==> config.mk <==
export PLATFORM = sky130hd
export DESIGN_NAME = sspc_convert
export DESIGN_NICKNAME = d
export VERILOG_FILES = /design/src/sspc_pkg.sv /design/src/sspc_convert.sv
export SDC_FILE = /design/constraint.sdc
export NUM_CORES = 1
export LEC_CHECK = 0
export BUFFER_PORTS_ARGS = -buffer_cell sky130_fd_sc_hd__buf_2
export CAP_MARGIN = 10
export CORE_AREA = 2 2 69 71
export DETAILED_ROUTE_END_ITERATION = 12
export DIE_AREA = 0 0 71 73
export PLACE_DENSITY = 0.6
export SLEW_MARGIN = 20
export SYNTH_ARGS = -nofsm -noshare
export SYNTH_HDL_FRONTEND = slang
export SYNTH_SLANG_ARGS = --single-unit
==> constraint.sdc <==
create_clock -name vclk -period 5.05
set_clock_uncertainty 0.05 [all_clocks]
set_input_delay 0.2525 -clock vclk [all_inputs]
set_output_delay 0.2525 -clock vclk [all_outputs]
set_load 0.05 [all_outputs]
==> src/sspc_pkg.sv <==
// shared types and constants for the sensor scratchpad checker
// no dependencies; imported by every module of the block
package sspc_pkg;

   typedef logic [7:0] byte_type;
   typedef logic signed [15:0] centi_type;

   typedef enum logic [1:0] {
      STATUS_OK      = 2'd0,
      STATUS_STUCK   = 2'd1,
      STATUS_CRC_ERR = 2'd2
   } status_type;

   // reflected x^8+x^5+x^4+1
   localparam byte_type CRC_POLY  = 8'h8C;
   localparam byte_type CRC_INIT  = 8'h00;
   localparam byte_type AND_INIT  = 8'hFF;
   localparam byte_type OR_INIT   = 8'h00;

   localparam centi_type CENTI_MAX = 16'sh7FFF;
   localparam centi_type CENTI_MIN = -16'sh8000;

endpackage

==> src/sspc_convert.sv <==
// converts a signed reading in 1/16 degree to saturated hundredths of a degree
// depends on sspc_pkg
module sspc_convert (
   input  sspc_pkg::byte_type  reading_low,
   input  sspc_pkg::byte_type  reading_high,
   output sspc_pkg::centi_type centi
);
   import sspc_pkg::*;

   logic signed [20:0] raw_ext;
   logic signed [20:0] prod;
   logic signed [20:0] prod_adj;
   logic signed [18:0] quot;

   assign raw_ext  = 21'(signed'({reading_high, reading_low}));
   // times 25 as 16 + 8 + 1
   assign prod     = (raw_ext <<< 4) + (raw_ext <<< 3) + raw_ext;
   // bias negatives so the shift truncates toward zero
   assign prod_adj = prod + (prod[20] ? 21'sd3 : 21'sd0);
   assign quot     = 19'(prod_adj >>> 2);

   always_comb begin
      if (quot > 19'(CENTI_MAX)) begin
         centi = CENTI_MAX;
      end else if (quot < 19'(CENTI_MIN)) begin
         centi = CENTI_MIN;
      end else begin
         centi = 16'(quot);
      end
   end

endmodule

---- Word-level counts from Yosys, hierarchy flattened ----
Cells that the tools add are included.
storage, ports and cells
  register bits ........................... 0
  input bits .............................. 16
  output and inout port bits .............. 16
  word-level logic and storage cells ...... 8
cells by class
  add/sub/neg operators ................... 3
  magnitude comparators ................... 2
  muxes and demuxes ....................... 3
operator list
  cell                                                             count
  2-to-1 mux 16 bit                                                2
  adder 20 x 19 -> 21 bit                                          1
  adder 21 x 16 -> 21 bit                                          1
  adder 21 x 3 -> 21 bit                                           1
  greater-than comparator 19 x 16 -> 1 bit, second input constant  1
  less-than comparator 19 x 16 -> 1 bit, second input constant     1
  2-to-1 mux 2 bit                                                 1

---- Logic depth before layout (Yosys ltp) ----
  depth after elaboration ................. 7
  gate-level depth with buffers ........... 14
  depth with buffers taken out ............ 13

---- Worst setup path after synthesis ----
OpenSTA, ideal clock, no wires.
  path kind ............................... input port to output port
  start point ............................. input reading_low[0]
  end point ............................... output centi[10]
  data arrival time ....................... 4699 ps
  data required time ...................... 4748 ps
  setup slack ............................. 49 ps
  stages .................................. 13
  path buffers ............................ 0
  cell sequence ........................... inv_1 fa_1 inv_1 ha_1 fa_1 nand3_1 or4b_4 nor3_1 and4_1 nand4_1 nor4_1 o21ai_1 o32ai_1
on the way
  cells in the longest elaborated chain, start to end .. 7
  elaborated cells between the ends (all ways) .. 8
  classes of those cells .................. add/sub (3); order compare (2); mux (3)
ends and longest elaborated chain
  what                                   RTL line            source
  start: declaration                     sspc_convert.sv:4   input sspc_pkg::byte_type reading_low,
  adder 20 x 19 -> 21 bit                sspc_convert.sv:17  assign prod = (raw_ext <<< 4) + (raw_ext <<< 3) + raw_ext;
  adder 21 x 16 -> 21 bit (*)            sspc_convert.sv:17
  2-to-1 mux 2 bit                       sspc_convert.sv:19  assign prod_adj = prod + (prod[20] ? 21'sd3 : 21'sd0);
  adder 21 x 3 -> 21 bit (*)             sspc_convert.sv:19
  less-than comparator 19 x 16 -> 1 bit  sspc_convert.sv:25  end else if (quot < 19'(CENTI_MIN)) begin
  2-to-1 mux 16 bit                      sspc_convert.sv:25
  2-to-1 mux 16 bit (*)                  sspc_convert.sv:23  if (quot > 19'(CENTI_MAX)) begin
  end: declaration                       sspc_convert.sv:6   output sspc_pkg::centi_type centi
Every way passes the cells marked *; elsewhere a longest branch is shown, timed or not.

---- Worst setup path after layout ----
  start point ............................. input reading_low[0]
  end point ............................... output centi[8]
The elaborated chain is that of the path after synthesis.

==> run metrics <==
routed wire length per instance 13.9 um; Leak 0.000824 uW; final hold violation count 0; number of sequential cells 0; Ports 32; fin nets roughly 290; Setup Crit Path Kind in -> out; CP arrival approximately 4.5 ns; worst hold stages 3; min-delay worst type in -> out; commonest cells after routing, fill and taps aside buf_2, inv_1, ha_1; hold path startpoint reading_high[7]; critical-path maximum fanout 14; Int Power roughly 200 uW; Final Slew Violations 0; start point of the critical path reading_low[0]; area growth from synthesis to layout 13.5%; first-pass GRT wire length ~7.2 mm; Chip Height about 73 um; row cnt 25; layout cells sized above 1 a little under a fifth; Initial Util between 30% and 40%; DRC Markers 0; Max stage delay cell, worst path or4b_4; min Tclk post-route 4.81 ns; 1st-pass router iterations 4; Reg area 0 sq um; PortBufs 32; Critical Path Start Type input port; initial antenna violation count 0; fmax ~210 MHz; DR vias/cell approximately 5.7; CP Cell Sequence buf_2 > inv_1 > fa_1 > inv_1 > ha_1 > fa_1 > nand3_1 > or4b_4 > a2111oi_4 > nand3_2 > nand3b_4 > or4_4 > a211oi_4 > buf_4 > o22ai_1 > buf_2; leading area contributor after synthesis fa_1; Worst VDD drop between 0.1 and 0.15 mV; Routed WL slightly above 4 mm; Clock Buffer Count 0; die area between 0.005 and 0.006 sq mm; Comb power frac 100.0%; relative slew slack 66.3%; register share of total power 0%; status completed; Power Total 585 uW; largest net degree at the start of global routing 15; GPL Wtd Cong between 0.8 and 0.9; sequential element share of the synthesized area 0%; Vias between 1,500 and 2,000; Clk pwr share 0%; synthesized area between 0.0015 and 0.002 sq mm; WP data required roughly 4.8 ns; ANT cells 0; # Max-Cap Violations 0; Ys Warns 0; Tot GR Track Use roughly 16%; Iter 0 DRT Violations slightly below 100; synthesized area per cell approximately 8 sq um; most common cell after layout, fill and taps aside buf_2; core area 0.00454 sq mm; syn_nets between 200 and 300; CP peak stage delay about 0.57 ns; TNS Setup 0 ns; Core Util, Final a little over two fifths; top area cells in the synthesized netlist fa_1, ha_1, xnor2_1; RSZ-0062 raised after global routing no; vias in the first global route between 1,500 and 2,000; Overflow after GRT 0; Post-Synthesis Cells 213; ANT nets after route 0; detailed placer's ending HPWL between 3 and 4 mm; Final setup viols 0; Worst Setup End Kind output pin; Worst Tran Pin Value slightly above 0.5 ns; PwrDens around 300 mW/mm^2; Synth top area share 17.7%; die width ~71 um; post-CTS repair timing setup buffer count 0; Psw around 400 uW; Sw Share roughly 66%; Tcrit/Tclk final a little over nine tenths; Yosys cell types 50
## power groups by stage
| stage | clock network [uW] | logic, uW | registers [uW] |
|---|---|---|---|
| after CTS | 0 | 586 | 0 |
| after floorplan | 0 | 465 | 0 |
| after detailed placement | 0 | 584 | 0 |
| after global placement | 0 | 581 | 0 |
| final | 0 | 585 | 0 |
| after global routing | 0 | 649 | 0 |
## metal layers
metal / part of all wire (%) / wire length (um) / track usage (%)
met1: 45 / 1850 / 20.4
met5: 0 / 0 / 0
met3: 1.6 / 68 / 0
met4: 0 / 0 / 0
met2: 54 / 2210 / 33.6
## worst max-delay path: cells and delay by family
family,cells,cell delay (ns)
buf+inv,5,0.64
compound gates,3,0.80
simple gates,5,1.50
fa+ha+maj,3,1.30
## cell families after synthesis
family / share of synthesized area [%]
fa+ha+maj: 30.2
buf+inv: 5.30
xor+xnor: 10.3
compound gates: 33.6
simple gates: 20.6
## what timing repair did
item                                    in CTS  in global routing
hold buffers                                 0                  0
endpoints found under the setup margin       0                  9
resized for setup                            0                  1
## synth_stat cells (all sizes together) (2+ instances only)
cell type	count
a2111oi	5
a211o	3
a211oi	7
a21o	8
a21oi	12
a221oi	2
a22o	2
and3	3
clkbuf	4
fa	15
ha	17
inv	17
nand2	14
nand2b	2
nand3	6
nand3b	2
nand4	5
nor2	9
nor2b	2
nor3	7
nor3b	2
o21a	2
o21ai	12
o22ai	14
o311ai	3
o32ai	2
xnor2	11
xor2	9
## stage by stage
stage	std cells	hold WS, ns	instance area, sq um	setup slack [ns]
global placement	297	1.02	1920	0.292
global route	297	1.03	1930	0.00515
CTS	297	1.02	1920	0.225
finish	297	1.01	1930	0.238
detailed placement	297	1.02	1920	0.232
floorplan	213	0.740	1700	0.0488
## layout make-up
class	instances	area, sq um
fillers	492	2610
inverters	17	63.8
multi-input cells	191	1620
well taps	54	67.6
repair buffers	35	183
## path summary, 6_finish.rpt
path                  slack [ns]   endpoint
worst max-delay path        0.24   centi[8]
worst min-delay path        1.01  centi[14]
No activity file was read; power rests on OpenSTA's default activity.
